## src/sv/mtag_pkg.sv

```systemverilog
// Package for the mode 7 texel address generator: shared types, register
// indexes, the quarter-wave sine table and the fixed-point helper functions.
// Depends on nothing; the other RTL files and the bench import it.
package mtag_pkg;

  localparam int TDATA_W     = 24;
  localparam int CFG_ADDR_W  = 3;
  localparam int CFG_DATA_W  = 20;
  localparam int QUEUE_DEPTH = 4;
  localparam int QPTR_W      = $clog2(QUEUE_DEPTH);
  localparam int QCNT_W      = $clog2(QUEUE_DEPTH + 1);

  // Row distance divider: numerator is depth_scale with 16 fraction bits.
  localparam int QUO_W  = 36;
  // Magnitude of (trig difference * column) and its product with distance.
  localparam int MAGC_W = 26;
  localparam int PROD_W = MAGC_W + QUO_W;

  localparam logic [CFG_ADDR_W-1:0] CFG_MODE        = 3'd0;
  localparam logic [CFG_ADDR_W-1:0] CFG_VIEW_ANGLE  = 3'd1;
  localparam logic [CFG_ADDR_W-1:0] CFG_CENTRE_X    = 3'd2;
  localparam logic [CFG_ADDR_W-1:0] CFG_CENTRE_Y    = 3'd3;
  localparam logic [CFG_ADDR_W-1:0] CFG_HALF_WIDTH  = 3'd4;
  localparam logic [CFG_ADDR_W-1:0] CFG_HALF_HEIGHT = 3'd5;
  localparam logic [CFG_ADDR_W-1:0] CFG_DEPTH_SCALE = 3'd6;
  localparam logic [CFG_ADDR_W-1:0] CFG_HORIZON     = 3'd7;

  typedef struct packed {
    logic               perspective_mode;
    logic [9:0]         view_angle;
    logic signed [15:0] centre_x;
    logic signed [15:0] centre_y;
    logic [9:0]         half_width;
    logic [9:0]         half_height;
    logic [19:0]        depth_scale;
    logic [9:0]         horizon;
  } mtag_cfg_t;

  // One classified pixel as it waits between the front and the back.
  typedef struct packed {
    logic               mode;
    logic [9:0]         col;
    logic [10:0]        div;
    logic signed [10:0] dx;
    logic signed [10:0] dy;
  } mtag_item_t;

  localparam logic [63:0] PI_Q30 = 64'd3373259426;
  localparam logic [63:0] TAYLOR_DEN [1:10] = '{64'd6, 64'd20, 64'd42, 64'd72, 64'd110,
                                                  64'd156, 64'd210, 64'd272, 64'd342, 64'd420};

  typedef logic [256:0][14:0] qsin_t;

  // round(16384*sin(k*pi/512)) by a Q30 Taylor series, evaluated at elaboration.
  function automatic logic [14:0] quarter_sin(input logic [8:0] k);
    logic [63:0]        x;
    logic [63:0]        x2;
    logic [63:0]        t;
    logic signed [63:0] s;
    x  = (64'(k) * PI_Q30) / 64'd512;
    x2 = (x * x) >> 30;
    t  = x;
    s  = signed'(x);
    for (int n = 1; n <= 10; n++) begin
      t = ((t * x2) >> 30) / TAYLOR_DEN[n];
      if (n[0]) s = s - signed'(t);
      else      s = s + signed'(t);
    end
    if (s < 0) s = '0;
    return 15'((unsigned'(s) + 64'd32768) >> 16);
  endfunction

  function automatic qsin_t build_qsin();
    qsin_t tbl;
    for (int k = 0; k <= 256; k++) begin
      tbl[k] = quarter_sin(9'(k));
    end
    return tbl;
  endfunction

  localparam qsin_t QSIN = build_qsin();

  function automatic logic signed [15:0] sin_q14(input logic [9:0] idx);
    logic [8:0]         q;
    logic [8:0]         qm;
    logic signed [15:0] m;
    q  = idx[8:0];
    qm = (q <= 9'd256) ? q : 9'(10'd512 - {1'b0, q});
    m  = signed'({1'b0, QSIN[qm]});
    return idx[9] ? -m : m;
  endfunction

  function automatic logic signed [15:0] cos_q14(input logic [9:0] idx);
    return sin_q14(idx + 10'd256);
  endfunction

  // Low ten bits of v / 2^frac truncated toward zero.
  function automatic logic [9:0] trunc_low(input logic signed [63:0] v, input int frac);
    logic signed [63:0] sh;
    logic [63:0]        fmask;
    logic               nz;
    sh    = v >>> frac;
    fmask = (64'd1 << frac) - 64'd1;
    nz    = |(v & fmask);
    return sh[9:0] + {9'd0, v[63] & nz};
  endfunction

endpackage

```

## src/sv/mtag_queue.sv

```systemverilog
// Short queue between the front and back of the texel address generator.
// Holds classified pixels in registers. Uses mtag_pkg.
module mtag_queue (
  input  logic                  clk,
  input  logic                  rst_n,
  input  logic                  push,
  input  mtag_pkg::mtag_item_t  push_item,
  output logic                  full,
  input  logic                  pop,
  output logic                  not_empty,
  output mtag_pkg::mtag_item_t  head
);
  import mtag_pkg::*;

  mtag_item_t        mem_r [QUEUE_DEPTH];
  logic [QPTR_W-1:0] wr_ptr_r;
  logic [QPTR_W-1:0] rd_ptr_r;
  logic [QCNT_W-1:0] count_r;

  assign full      = (count_r == QCNT_W'(QUEUE_DEPTH));
  assign not_empty = (count_r != '0);
  assign head      = mem_r[rd_ptr_r];

  always_ff @(posedge clk) begin
    if (!rst_n) begin
      wr_ptr_r <= '0;
      rd_ptr_r <= '0;
      count_r  <= '0;
    end else begin
      if (push) wr_ptr_r <= wr_ptr_r + QPTR_W'(1);
      if (pop)  rd_ptr_r <= rd_ptr_r + QPTR_W'(1);
      if (push && !pop)      count_r <= count_r + QCNT_W'(1);
      else if (pop && !push) count_r <= count_r - QCNT_W'(1);
    end
  end

  always_ff @(posedge clk) begin
    if (push) mem_r[wr_ptr_r] <= push_item;
  end

endmodule

```

## config.mk

```make
export PLATFORM = sky130hd
export DESIGN_NAME = mtag_queue
export DESIGN_NICKNAME = d
export VERILOG_FILES = /design/src/sv/mtag_pkg.sv /design/src/sv/mtag_queue.sv
export SDC_FILE = /design/constraint.sdc
export NUM_CORES = 1
export LEC_CHECK = 0
export BUFFER_PORTS_ARGS = -buffer_cell sky130_fd_sc_hd__buf_4
export CELL_PAD_IN_SITES_DETAIL_PLACEMENT = 1
export CELL_PAD_IN_SITES_GLOBAL_PLACEMENT = 1
export CORE_UTILIZATION = 35
export DETAILED_ROUTE_END_ITERATION = 16
export GPL_ROUTABILITY_DRIVEN = 0
export GPL_TIMING_DRIVEN = 0
export PLACE_DENSITY = 0.65
export SETUP_SLACK_MARGIN = 0.02
export SLEW_MARGIN = 20
export SYNTH_ARGS = -nofsm -noshare
export SYNTH_HDL_FRONTEND = slang
export SYNTH_SLANG_ARGS = --single-unit
```

## constraint.sdc

```tcl
create_clock -name clk -period 4.9 [get_ports clk]
set_clock_uncertainty 0.2 [all_clocks]
set_input_delay 0.245 -clock clk [delete_from_list [all_inputs] [get_ports clk]]
set_output_delay 0.245 -clock clk [all_outputs]
set_load 0.005 [all_outputs]
```

==> out/metrics.cfg <==
[grt]
largest_net_degree_at_the_start_of_global_routing=28
grt_overflow=0
grt_pass1_wl_mm=19.9
grt_pass1_vias=3650
initial_antenna_violation_count=0
grtUsageTotal=0.139

[critical_path]
crit_path_max_incr_delay_ns=0.37
critical_path_class=flop to primary output
critical_path.cell_chain=clkbuf_2 > buf_2 > mux4_2 > buf_4
reg2reg_slack_ns=3.14
critPathRequiredTime_ns=4.45
timing.reg2reg.worst_path_depth=4
worst_path_max_delay_cell=sky130_fd_sc_hd__mux4_2
crit-reg2reg-capture=mem_r[2][25]
critical_path.max_fanout=10
cp.arrival_ns=1.82
reg2reg_from=wr_ptr_r[0]
critical_path.startpoint_type=flop
worst_setup_path_end_kind=primary output

[timing]
rsz_0062_raised_after_global_routing=no
final-setup-viol-count=0
setup_total_negative_slack_ns=0
slew_headroom=0.773
worst_pin_slew_ns=0.340
final_min_period_over_clock_period=0.462
whs_ns=0.340
fin_crit_ns=2.26
slew_viol_final=0
fmax_mhz=442
hold_viol_final=0

[synthesis]
mappedNetlistArea_sq_mm=0.00685
netlist-cell-type-count=21
synth_seq_cells=185
syn_nets=327
ys_seq_area_frac=0.797
yosysWarningCount=0
post_synth.cell_area_avg_sq_um=25.1
synthCells=273

[finish]
num-fill-cells=1750
ff_latch_area_sq_mm=0.00547
multiInputGateArea_sq_mm=0.00127
layout.cell_area.non_filler_sq_mm=0.00903
fraction_of_layout_instances_using_a_drive_strength_above_1=0.402
finalNonFillerCells=710
layout.nets=491
areaGrowthSynthToFinish_pct=31.8
antenna-diode-count=0

[power]
ir_drop_mv=0.200
netSwitchingPower_mw=0.794
power.sequential.fraction=0.508
power.combinational.fraction=0.114
p_int_mw=2.82
totalPowerFinal_mw=3.61
power.share.clock=0.378
p_sw_frac=0.220
p_per_area_mw_per_mm2=400
leakage_nw=3.12

[clocking]
cts_htree_levels=4
clk_pin_slew_worst_paths_ns=0.07
cts_hold_repair.buffers=48
deepest_clock_path_buffer_count=2
clock-sinks=185
cts-buffers-inserted=17
cts_tree=yes
post_cts_buffers=0
insertion_delay_ns=0.43
clock_tree.root_cell=sky130_fd_sc_hd__clkbuf_16
ctsResizeCount=0

[detailed_routing]
post-route-drc-count=0
routed_wire_length_per_instance_um=18.1
postRouteWirelength_mm=12.8
drt-initial-drc-count=94
vias=3259
viasPerCell=4.59
detailedRoute.firstPassIterationCount=4
final_antenna_net_count=0

[worst_hold_path]
min_delay_worst_endpoint=count_r[2]
hold_path_class=flop to flop
min_from=count_r[2]
min_path_cells=2

[run]
cap_violations=0

[die]
die-height_um=142
initial_utilization=0.362
design.portCount=94
die_area_sq_mm=0.0201
chipWidth_um=142
std_cell_rows=50
core_region_area_sq_mm=0.0190

[placement]
detailedPlacementHpwl_mm=7.81
dpl_cell_area_sq_mm=0.00797
dp.cells=630
placement.io_buffers=93

[status]
status=complete, no violations

## area by class of cell
cell class,count,area share
plain buffers,10,0.0129
clock buffers,17,0.0471
well taps,260,0.0360
inverters,4,0.00166
multi-input cells,74,0.140
clock inverters,15,0.0179
repair buffers,145,0.139
flip-flops and latches,185,0.605
## power by group through the flow
stage	registers [mW]	clock network, mW	logic, mW
global placement	1.87	0	0.373
global route	1.84	1.45	0.448
floorplan	1.86	0	0.194
detailed placement	1.87	0	0.393
finish	1.83	1.37	0.412
CTS	1.84	1.40	0.426
## worst max path at each step
stage	startpoint	endpoint	slack, ns	cells past startpoint
after detailed placement	pop	count_r[2]	2.91	8
after global placement	wr_ptr_r[0]	mem_r[2][8]	1.73	3
after floorplan	wr_ptr_r[0]	mem_r[2][0]	2.70	3
after global routing	flop	head[33]	2.53	4
final	flop	head[42]	2.64	4
after CTS	flop	head[42]	2.57	4
## cells by family after synthesis
| kind of cell | Yosys count | synth area share |
|---|---|---|
| compound gates | 2 | 0.00183 |
| buf+inv | 14 | 0.0192 |
| fa+ha+maj | 6 | 0.0120 |
| xor+xnor | 5 | 0.00639 |
| simple gates | 15 | 0.0135 |
| flops | 185 | 0.797 |
| mux | 46 | 0.150 |
## routing by layer
metal  vias up  track usage  share of wire
met5         -            0              0
met4         0       0.0532          0.013
met3        14       0.0454          0.041
met2        76        0.241           0.52
met1      1689        0.160           0.42
li1       1480            -              -
## cells in the final DEF, fill, tap and decap left out, types with 2 or more instances in the layout
master and instances:
sky130_fd_sc_hd__clkinv_1 2, sky130_fd_sc_hd__ha_1 5, sky130_fd_sc_hd__xnor2_1 2, sky130_fd_sc_hd__buf_4 93, sky130_fd_sc_hd__or3_1 2, sky130_fd_sc_hd__mux4_2 40
sky130_fd_sc_hd__nor2b_1 2, sky130_fd_sc_hd__inv_8 2, sky130_fd_sc_hd__bufinv_16 2, sky130_fd_sc_hd__inv_6 7, sky130_fd_sc_hd__clkinv_2 2, sky130_fd_sc_hd__clkbuf_16 17
sky130_fd_sc_hd__mux4_1 4, sky130_fd_sc_hd__buf_12 8, sky130_fd_sc_hd__xor2_1 3, sky130_fd_sc_hd__edfxtp_1 176, sky130_fd_sc_hd__mux2i_1 2, sky130_fd_sc_hd__buf_2 4
sky130_fd_sc_hd__dfxtp_1 9, sky130_fd_sc_hd__and2_1 5, sky130_fd_sc_hd__dlygate4sd3_1 48, sky130_fd_sc_hd__inv_1 4, sky130_fd_sc_hd__and2_4 4
## state kept, by name, indices dropped and copies added, names as in the netlist, named ones only
register and count:
count_r 3, wr_ptr_r 2, rd_ptr_r 2, mem_r 176
## worst max-delay path, delay by kind of cell (launching register included)
family | cells | cell delay, ns
buffers and inverters | 3 | 0.72
flip-flops | 1 | 0.30
multiplexers | 1 | 0.37
## synthesized netlist by cell type
| cell | n | area share |
|---|---|---|
| sky130_fd_sc_hd__a21boi_0 | 1 | 0.0011 |
| sky130_fd_sc_hd__and2_1 | 9 | 0.0082 |
| sky130_fd_sc_hd__buf_12 | 4 | 0.012 |
| sky130_fd_sc_hd__buf_2 | 4 | 0.0029 |
| sky130_fd_sc_hd__buf_6 | 1 | 0.0016 |
| sky130_fd_sc_hd__clkbuf_2 | 1 | 0.00073 |
| sky130_fd_sc_hd__dfxtp_1 | 9 | 0.026 |
| sky130_fd_sc_hd__edfxtp_1 | 176 | 0.77 |
| sky130_fd_sc_hd__fa_1 | 1 | 0.0029 |
| sky130_fd_sc_hd__ha_1 | 5 | 0.0091 |
| sky130_fd_sc_hd__inv_1 | 4 | 0.0022 |
| sky130_fd_sc_hd__mux2i_1 | 2 | 0.0029 |
| sky130_fd_sc_hd__mux4_1 | 4 | 0.015 |
| sky130_fd_sc_hd__mux4_2 | 40 | 0.13 |
| sky130_fd_sc_hd__nand2_1 | 1 | 0.00055 |
| sky130_fd_sc_hd__nor2b_1 | 2 | 0.0018 |
| sky130_fd_sc_hd__nor3b_1 | 1 | 0.0011 |
| sky130_fd_sc_hd__o21ai_0 | 1 | 0.00073 |
| sky130_fd_sc_hd__or3_1 | 2 | 0.0018 |
| sky130_fd_sc_hd__xnor2_1 | 2 | 0.0026 |
| sky130_fd_sc_hd__xor2_1 | 3 | 0.0038 |
## through the flow
stage / setup slack, ns / utilization
after global routing: 2.53 / 0.477
after CTS: 2.57 / 0.477
after floorplan: 2.70 / -
final: 2.64 / 0.477
after global placement: 1.73 / 0.416
after detailed placement: 2.91 / 0.420
Power figures use the tool's default switching activity.
