$ cat src/sv/mtag_pkg.sv
// Package for the mode 7 texel address generator: shared types, register
// indexes, the quarter-wave sine table and the fixed-point helper functions.
// Depends on nothing; the other RTL files and the bench import it.
package mtag_pkg;

  localparam int TDATA_W     = 24;
  localparam int CFG_ADDR_W  = 3;
  localparam int CFG_DATA_W  = 20;
  localparam int QUEUE_DEPTH = 4;
  localparam int QPTR_W      = $clog2(QUEUE_DEPTH);
  localparam int QCNT_W      = $clog2(QUEUE_DEPTH + 1);

  // Row distance divider: numerator is depth_scale with 16 fraction bits.
  localparam int QUO_W  = 36;
  // Magnitude of (trig difference * column) and its product with distance.
  localparam int MAGC_W = 26;
  localparam int PROD_W = MAGC_W + QUO_W;

  localparam logic [CFG_ADDR_W-1:0] CFG_MODE        = 3'd0;
  localparam logic [CFG_ADDR_W-1:0] CFG_VIEW_ANGLE  = 3'd1;
  localparam logic [CFG_ADDR_W-1:0] CFG_CENTRE_X    = 3'd2;
  localparam logic [CFG_ADDR_W-1:0] CFG_CENTRE_Y    = 3'd3;
  localparam logic [CFG_ADDR_W-1:0] CFG_HALF_WIDTH  = 3'd4;
  localparam logic [CFG_ADDR_W-1:0] CFG_HALF_HEIGHT = 3'd5;
  localparam logic [CFG_ADDR_W-1:0] CFG_DEPTH_SCALE = 3'd6;
  localparam logic [CFG_ADDR_W-1:0] CFG_HORIZON     = 3'd7;

  typedef struct packed {
    logic               perspective_mode;
    logic [9:0]         view_angle;
    logic signed [15:0] centre_x;
    logic signed [15:0] centre_y;
    logic [9:0]         half_width;
    logic [9:0]         half_height;
    logic [19:0]        depth_scale;
    logic [9:0]         horizon;
  } mtag_cfg_t;

  // One classified pixel as it waits between the front and the back.
  typedef struct packed {
    logic               mode;
    logic [9:0]         col;
    logic [10:0]        div;
    logic signed [10:0] dx;
    logic signed [10:0] dy;
  } mtag_item_t;

  localparam logic [63:0] PI_Q30 = 64'd3373259426;
  localparam logic [63:0] TAYLOR_DEN [1:10] = '{64'd6, 64'd20, 64'd42, 64'd72, 64'd110,
                                                  64'd156, 64'd210, 64'd272, 64'd342, 64'd420};

  typedef logic [256:0][14:0] qsin_t;

  // round(16384*sin(k*pi/512)) by a Q30 Taylor series, evaluated at elaboration.
  function automatic logic [14:0] quarter_sin(input logic [8:0] k);
    logic [63:0]        x;
    logic [63:0]        x2;
    logic [63:0]        t;
    logic signed [63:0] s;
    x  = (64'(k) * PI_Q30) / 64'd512;
    x2 = (x * x) >> 30;
    t  = x;
    s  = signed'(x);
    for (int n = 1; n <= 10; n++) begin
      t = ((t * x2) >> 30) / TAYLOR_DEN[n];
      if (n[0]) s = s - signed'(t);
      else      s = s + signed'(t);
    end
    if (s < 0) s = '0;
    return 15'((unsigned'(s) + 64'd32768) >> 16);
  endfunction

  function automatic qsin_t build_qsin();
    qsin_t tbl;
    for (int k = 0; k <= 256; k++) begin
      tbl[k] = quarter_sin(9'(k));
    end
    return tbl;
  endfunction

  localparam qsin_t QSIN = build_qsin();

  function automatic logic signed [15:0] sin_q14(input logic [9:0] idx);
    logic [8:0]         q;
    logic [8:0]         qm;
    logic signed [15:0] m;
    q  = idx[8:0];
    qm = (q <= 9'd256) ? q : 9'(10'd512 - {1'b0, q});
    m  = signed'({1'b0, QSIN[qm]});
    return idx[9] ? -m : m;
  endfunction

  function automatic logic signed [15:0] cos_q14(input logic [9:0] idx);
    return sin_q14(idx + 10'd256);
  endfunction

  // Low ten bits of v / 2^frac truncated toward zero.
  function automatic logic [9:0] trunc_low(input logic signed [63:0] v, input int frac);
    logic signed [63:0] sh;
    logic [63:0]        fmask;
    logic               nz;
    sh    = v >>> frac;
    fmask = (64'd1 << frac) - 64'd1;
    nz    = |(v & fmask);
    return sh[9:0] + {9'd0, v[63] & nz};
  endfunction

endpackage

$ cat src/sv/mtag_front.sv
// Front end of the texel address generator: takes pixel requests and
// classifies them (mode, row divisor, centre offsets). Uses mtag_pkg.
module mtag_front (
  input  logic                  clk,
  input  logic                  rst_n,
  input  logic                  in_valid,
  output logic                  in_ready,
  input  logic [9:0]            in_col,
  input  logic [9:0]            in_row,
  input  mtag_pkg::mtag_cfg_t   cfg,
  input  logic                  q_full,
  output logic                  push,
  output mtag_pkg::mtag_item_t  item
);
  import mtag_pkg::*;

  logic       front_v_r;
  mtag_item_t item_r;
  mtag_item_t item_nxt;
  logic [10:0] div_raw;

  assign push     = front_v_r && !q_full;
  assign in_ready = !front_v_r || !q_full;
  assign item     = item_r;

  always_comb begin
    div_raw       = {1'b0, in_row} + {1'b0, cfg.horizon};
    item_nxt.mode = cfg.perspective_mode;
    item_nxt.col  = in_col;
    // A zero divisor only arises with horizon written as zero on row zero.
    item_nxt.div  = (div_raw == 11'd0) ? 11'd1 : div_raw;
    item_nxt.dx   = signed'({1'b0, in_col} - {1'b0, cfg.half_width});
    item_nxt.dy   = signed'({1'b0, in_row} - {1'b0, cfg.half_height});
  end

  always_ff @(posedge clk) begin
    if (!rst_n) begin
      front_v_r <= 1'b0;
    end else if (in_valid && in_ready) begin
      front_v_r <= 1'b1;
    end else if (push) begin
      front_v_r <= 1'b0;
    end
  end

  always_ff @(posedge clk) begin
    if (in_valid && in_ready) begin
      item_r <= item_nxt;
    end
  end

endmodule

$ cat config.mk
export PLATFORM = sky130hd
export DESIGN_NAME = mtag_front
export DESIGN_NICKNAME = d
export VERILOG_FILES = /design/src/sv/mtag_pkg.sv /design/src/sv/mtag_front.sv
export SDC_FILE = /design/constraint.sdc
export NUM_CORES = 1
export LEC_CHECK = 0
export ABC_AREA = 1
export BUFFER_PORTS_ARGS = -buffer_cell sky130_fd_sc_hd__buf_2
export CORE_MARGIN = 2
export CORE_UTILIZATION = 42
export CTS_BUF_LIST = sky130_fd_sc_hd__clkbuf_2 sky130_fd_sc_hd__clkbuf_4 sky130_fd_sc_hd__clkbuf_8
export DETAILED_ROUTE_END_ITERATION = 10
export GPL_ROUTABILITY_DRIVEN = 0
export PLACE_DENSITY = 0.79
export SLEW_MARGIN = 20
export SYNTH_ARGS = -nofsm -noshare
export SYNTH_HDL_FRONTEND = slang
export SYNTH_SLANG_ARGS = --single-unit
$ cat constraint.sdc
create_clock -name clk -period 2.98 [get_ports clk]
set_clock_uncertainty 0.15 [all_clocks]
set_input_delay 0.298 -clock clk [delete_from_list [all_inputs] [get_ports clk]]
set_output_delay 0.298 -clock clk [all_outputs]
set_load 0.005 [all_outputs]
==> flow_summary.ini, run 1 <==
[synthesis]
synth_ff_type = edfxtp_1
synth.area.mux_share_pct = 0
ys_seq_elements = 45
syn-num-nets = 473
yosys.area.top_type_share_pct = 44.6
async_flop_share_pct = 0
ys_top_cells_by_area = edfxtp_1 45%, ha_1 13%, inv_1 8.0%
synth-compound-area-share_pct = 7.26
synth_xor_area_share_pct = 4.73
netlist_area_sq_um = 2970
synthSimpleGateAreaFrac_pct = 19.9
yosys.area.top_type = edfxtp_1
yosysSeqAreaShare_pct = 45.2
synth.distinct_cells = 26
synth_warnings = 0
synth_adder_area_share_pct = 14.7
avgSynthCellArea_sq_um = 9.18
synth_top_family_by_area = simple AND/OR/NAND/NOR gates
synthTopCellsByCount = 63 x inv_1, 62 x nand2_1, 44 x edfxtp_1, 30 x ha_1, 23 x a21oi_1
yosysMostFrequentCell = inv_1
synth_edf_count = 44
syn_inst = 323

[outcome]
outcome = completed

[timing]
fin_ws_ns = 1.01
whs_ns = 0.0316
post-route-min-period_ns = 1.97
setup-violations-final = 0
fmax_mhz = 507
max_slew_margin_pct = 63.4
tightest_slew_ns = 0.549
slew_violations = 0
hold_viol_final = 0
layout_worst_path_cycle_share_pct = 66.2
rsz0062_at_grt = no
finalSetupTns_ns = 0

[power]
power_density_nw_per_um2 = 481
p_leak_nw = 1.89
total_power_mw = 1.80
ir_worst_vdd_mv = 0.199

[job]
max_cap_violations = 0

[floorplan]
die_x_microns = 88.0
floorplan.initialDensity_pct = 43.4
die_h_microns = 88.0
die-area_sq_um = 7750
io_pins = 163
num_rows = 30
core_sq_um = 6830

[clocking]
hold_buffers = 0
clkTransAtPathRegs_ns = 0.09
cts_tree = done
cts_root_buf = clkbuf_8
htree_levels = 2
cts_buffers = 5
clk-insertion-delay-late_ns = 0.28
post_cts_buffers = 0
clock_sinks = 45
cts_buffer_depth = 2
cts.repair.resized = 0

[cells_and_area]
final_cells = 528
finish.utilization_pct = 54.8
layout.nets = 581
final_area_sq_um = 3740
antenna_cells = 0
final.fill_count = 649
area_growth_pct = 26.2
drive_above_1_share_pct = 30.3

[detailed_routing]
drc = 0
routed_wirelength_microns = 6250
first_pass_iters = 4
avgRoutedWirePerCell_microns = 11.8
vias = 2506
vias_per_cell = 4.75
ant_nets = 0
drt_iter0_drc = 45

[critical_path]
start_kind = input pin
end_kind = flip-flop
worstPathArrival_ns = 1.87
path_cells = buf_2, ha_1, inv_1, fa_1, inv_1, nand3_1, nand2_2, nand2_1, nand2_2, nor2_2, nand2_1, nor2_2, nand3_1, nand2_1
r2r-end = item[5]
critPathKind = input pin to flip-flop
reg2reg_depth = 2
path_common_cell = nand2_1
critPathSlowestCell = fa_1
rr_startpoint = front_v_r
crit_path_max_incr_delay_ns = 0.38
path_max_fanout = 3
worst_ep_required_time_ns = 2.88
crit_start = in_row[0]
ff2ff_setup_slack_ns = 1.52
cp-endpoint = item[22]

[global_route]
grt_overflow = 0
grt_pass1_vias = 2530
grt_pass1_wl_microns = 10400
grt_antenna_before_repair = 0
grt_start_max_net_pins = 45
track_usage_pct = 16.7

[placement]
hpwl_microns = 5160
dp_slack_ns = 0.694
dp_cells = 520
place.port_buffers = 100
place_area_sq_um = 3600

[hold_path]
hold_class = input pin to flip-flop
[report_power, final]
group          leakage, nW  switching, mW  total, mW  internal, mW
sequential           0.434         0.0159      0.799         0.783
combinational         1.39          0.258      0.452         0.194
clock               0.0687          0.212      0.550         0.338
[how the worst min path moves through the flow]
stage               from       end  slack [ns]  cells past startpoint
5_1_grt          cfg[92]  item[43]        0.02                      1
3_5_place_dp     cfg[92]  item[43]        0.34                      1
2_1_floorplan  in_col[0]  item[33]        0.25                      0
3_3_place_gp     cfg[92]  item[43]        0.33                      1
6_report         cfg[92]  item[43]        0.03                      1
4_1_cts          cfg[92]  item[43]        0.03                      1
[placed cells by master (no fill, tap or decap), types with 5 or more instances in the layout]
master    count
nand2_2      10
edfxtp_1     44
ha_1         30
xor2_1        6
xnor2_1      10
clkbuf_8      5
nor2_1       18
nand3b_1      5
a21oi_1      22
inv_1        63
buf_2       100
nand2_1      62
nand3_1      19
[sequential cells by signal (all words and copies together), names as in the netlist]
| signal | flops |
|---|---|
| item | 44 |
| front_v_r | 1 |
[cells by family after synthesis]
family | after synthesis
and+or+nand+nor | 127
buffers and inverters | 65
DFF | 45
AOI/OAI and AO/OA | 37
adders and majority gates | 33
xor gates and xnor gates | 16
[worst max-delay path: cells and delay by family]
family	cells	cell delay (ns)
fa+ha+maj	2	0.59
simple gates	9	0.70
buf+inv	3	0.29
[layout make-up]
| type | instances | area (sq um) | area share, % |
|---|---|---|---|
| clock buffer | 5 | 68.8 | 1.84 |
| sequential | 45 | 1340 | 35.8 |
| timing repair buffer | 101 | 508 | 13.6 |
| clock inverter | 3 | 68.8 | 1.84 |
| inverter | 65 | 244 | 6.52 |
| multi-input combinational | 213 | 1390 | 37.2 |
| tap | 96 | 120 | 3.21 |
[per-layer routing]
metal / vias to the layer above / track usage (%) / wire length (microns)
met5: - / 0 / 0
met4: 0 / 3.99 / 75
met3: 8 / 4.05 / 457
met2: 94 / 32.9 / 3150
met1: 1125 / 17.8 / 2570
li1: 1279 / - / -
Note: power is estimated with default switching activity, not from simulation.
==> run 2, diff against run 1 <==
- clock period: 2.98 -> 1.75 ns (I/O delays scaled with it)
==> flow_summary.ini, run 2 (same netlist as run 1, synthesis figures left out) <==
[clocking]
cts_buffer_depth = 2
post_cts_buffers = 0
htree_levels = 2
cts_tree = done
clk-insertion-delay-late_ns = 0.29
clkTransAtPathRegs_ns = 0.09
clock_sinks = 45
cts_root_buf = clkbuf_8
cts_buffers = 5

[detailed_routing]
drt_iter0_drc = 80
vias = 2696
first_pass_iters = 5
drc = 0
ant_nets = 0
vias_per_cell = 4.72
routed_wirelength_microns = 6890
avgRoutedWirePerCell_microns = 12.1

[hold_path]
min_from = in_col[1]
hold_class = input pin to flip-flop

[cells_and_area]
area_growth_pct = 40.0
drive_above_1_share_pct = 36.6
antenna_cells = 0
layout.nets = 624
mostFrequentLayoutCell = buf_2
final_cells = 571
largest_reg_flops = 44
final_cell_mix = 100 x buf_2, 62 x inv_1, 62 x nand2_1

[placement]
hpwl_microns = 5550
place.port_buffers = 100
dp_cells = 552

[timing]
rsz0062_at_grt = yes
finalSetupTns_ns = 0
hold_viol_final = 0
post-route-min-period_ns = 1.65
fmax_mhz = 608
max_slew_margin_pct = 79.8
whs_ns = 0.0143
slew_violations = 0
setup-violations-final = 0
tightest_slew_ns = 0.300
layout_worst_path_cycle_share_pct = 94.0

[floorplan]
num_rows = 30
die_x_microns = 88.0
die_h_microns = 88.0
die-area_sq_um = 7750
core_sq_um = 6830
io_pins = 163
floorplan.initialDensity_pct = 43.4

[power]
power_frac_seq_pct = 42.3
ir_worst_vdd_mv = 0.422
comb_power_share_pct = 28.9
power.share.switching_pct = 27.0
total_power_mw = 3.21
p_leak_nw = 2.09
pwr-share-clk_pct = 28.8
power_density_nw_per_um2 = 773
internal_power_mw = 2.34
p_sw_uw = 865

[global_route]
track_usage_pct = 18.3
grt_antenna_before_repair = 0
grt_start_max_net_pins = 45
grt_pass1_wl_microns = 11300
grt_pass1_vias = 2681
grt_overflow = 0

[outcome]
outcome = completed

[critical_path]
crit_start = in_row[0]
end_kind = flip-flop
start_kind = input pin
path_max_fanout = 2
rr_startpoint = front_v_r
worst_ep_required_time_ns = 1.65
worstPathArrival_ns = 1.54
critPathKind = input pin to flip-flop

[job]
max_cap_violations = 0
run 2: timing repair:
| action | 4_1_cts | 5_1_grt |
|---|---|---|
| gates resized for setup | 0 | 4 |
| setup endpoints to repair | 0 | 2 |
| endpoints found under the hold margin | 11 | 0 |
| hold buffers | 11 | 0 |
run 2: area by class of cell:
cell class / count / area, sq um
inverter: 65 / 244
timing repair buffer: 144 / 871
multi-input combinational: 213 / 1440
fill: 624 / 2680
clock buffer: 5 / 68.8
tap: 96 / 120
sequential: 45 / 1340
clock inverter: 3 / 65.1
run 2: metal layers:
layer  global-route usage, %  share of wire [%]  vias up
li1                        -                  -     1371
met1                    19.7                 40     1215
met2                    36.0                 52      102
met3                    4.15                6.9        8
met4                    4.55               0.80        0
met5                       0                  0        -
run 2: critical path, cell delays in order:
cell and delay [ns]:
buf_2 0.11, inv_1 0.06, ha_2 0.20, fa_2 0.36, nand3b_1 0.16, nand3_1 0.12
a21oi_2 0.09, nor2_1 0.09, nor2_1 0.06, xnor2_1 0.12
run 2: through the flow:
step	cell area (sq um)	utilization, %	setup WS (ns)
after detailed placement	3880	56.8	-0.196
after global placement	3880	56.8	-0.165
final	4150	60.8	0.104
after floorplan	3000	-	0.00585
after global routing	4150	60.8	-0.0105
after CTS	4120	60.3	0.0755
run 2: power groups by stage:
stage / sequential [mW] / combinational [mW] / clock [mW]
detailed placement: 1.38 / 0.897 / 0
CTS: 1.36 / 0.920 / 0.944
global route: 1.37 / 1.05 / 0.980
global placement: 1.38 / 0.868 / 0
finish: 1.36 / 0.927 / 0.924
floorplan: 1.40 / 0.482 / 0
run 2: worst paths after layout:
path,endpoint,slack [ns],cells after the start
max,item[8],0.10,10
min,item[34],0.01,2
max reg2reg,item[25],0.51,2
min reg2reg,front_v_r,0.40,2
==> run 3, diff against run 2 <==
- CELL_PAD_IN_SITES_DETAIL_PLACEMENT: unset -> 0
- CELL_PAD_IN_SITES_GLOBAL_PLACEMENT: unset -> 1
- CORE_UTILIZATION: 42 -> 30
- PLACE_DENSITY: 0.79 -> unset
- PLACE_DENSITY_LB_ADDON: unset -> 0.1
==> flow_summary.ini, run 3 (same netlist as run 1, synthesis figures left out) <==
[outcome]
outcome = completed

[detailed_routing]
first_pass_iters = 4
avgRoutedWirePerCell_microns = 12.1
drc = 0
ant_nets = 0
vias = 2637
vias_per_cell = 4.29
drt_iter0_drc = 40
routed_wirelength_microns = 7440

[clocking]
cts_buffers = 5
clock_sinks = 45
htree_levels = 2
clkTransAtPathRegs_ns = 0.10
cts_root_buf = clkbuf_8
post_cts_buffers = 0
clk-insertion-delay-late_ns = 0.29
cts_buffer_depth = 2
cts_tree = done

[cells_and_area]
mostFrequentLayoutCell = buf_2
final_cell_mix = 100 x buf_2, 62 x inv_1, 62 x nand2_1
drive_above_1_share_pct = 37.2
final.fill_count = 986
antenna_cells = 0
layout.nets = 630
area_growth_pct = 42.2
final_cells = 614
largest_reg_flops = 44

[timing]
rsz0062_at_grt = no
tightest_slew_ns = 0.295
finalSetupTns_ns = 0
hold_viol_final = 0
layout_worst_path_cycle_share_pct = 95.3
whs_ns = 0.0519
slew_violations = 0
setup-violations-final = 0
fmax_mhz = 600
max_slew_margin_pct = 80.1
post-route-min-period_ns = 1.67

[job]
max_cap_violations = 0

[floorplan]
num_rows = 36
io_pins = 163
die_x_microns = 103
core_sq_um = 9680
die_h_microns = 103
die-area_sq_um = 10700
floorplan.initialDensity_pct = 30.6

[placement]
hpwl_microns = 6060
place.port_buffers = 100
dp_cells = 594

[hold_path]
hold_class = input pin to flip-flop

[global_route]
grt_pass1_wl_microns = 11500
grt_start_max_net_pins = 45
grt_overflow = 0
grt_pass1_vias = 2603
grt_antenna_before_repair = 0
track_usage_pct = 13.9

[critical_path]
critPathKind = input pin to flip-flop
worstPathArrival_ns = 1.58
worst_ep_required_time_ns = 1.66
end_kind = flip-flop
path_max_fanout = 2
start_kind = input pin

[power]
p_leak_nw = 2.10
ir_worst_vdd_mv = 0.306
power_density_nw_per_um2 = 733
[run 3: cell types whose count changed in the layout (fill, tap and decap cells not counted)]
cell           change
ha_4               -1
buf_4              +5
clkinv_1           +1
nor3_1             -1
clkinvlp_4         +1
bufinv_16          -1
nor3_2             +1
ha_2               +1
clkinv_2           -1
dlygate4sd3_1      +1
[run 3: worst paths after layout]
check	startpoint	end	slack (ns)	cells past startpoint
max	in_row[0]	item[8]	0.08	11
min	in_valid	front_v_r	0.05	3
max reg2reg	front_v_r	item[30]	0.52	2
min reg2reg	front_v_r	front_v_r	0.39	2
[run 3: final cells by class]
cell class                 count  area (sq um)  area share [%]
clock buffer                   5          68.8            1.63
clock inverter                 3          41.3           0.979
inverter                      65           244            5.78
multi-input combinational    213          1440            34.1
sequential                    45          1340            31.8
tap                          133           166            3.95
timing repair buffer         150           918            21.8
[run 3: what timing repair did]
action,in CTS,in global routing
resized for setup,0,4
setup endpoints to repair,0,2
endpoints found under the hold margin,12,0
hold buffers,12,0
[run 3: routing by layer]
layer	vias to the layer above	GRT usage [%]	share of wire, %
met5	-	0	0
met4	0	4.66	1.8
met3	10	2.96	4.6
met2	63	25.3	50
met1	1183	16.1	43
li1	1381	-	-
[run 3: report_power, final]
part / switching [mW] / internal, mW
clock: 0.376 / 0.421
combinational: 0.485 / 0.451
sequential: 0.0251 / 1.33
[run 3: per-stage QoR]
stage | cell area (sq um) | setup WS [ns] | utilization [%] | power [mW]
global route | 4220 | 0.00738 | 43.6 | 3.30
floorplan | 3000 | 0.00585 | - | 1.88
detailed placement | 3960 | -0.250 | 40.9 | 2.31
global placement | 3960 | -0.231 | 40.9 | 2.30
CTS | 4190 | 0.0344 | 43.3 | 3.16
finish | 4220 | 0.0825 | 43.6 | 3.09
[run 3: critical path: stages]
cell	delay [ns]
buf_2	0.09
buf_4	0.09
inv_1	0.03
ha_2	0.19
fa_2	0.36
nand3b_1	0.16
nand3_1	0.13
a21oi_2	0.09
nor2_1	0.09
nor2_1	0.06
xnor2_1	0.11
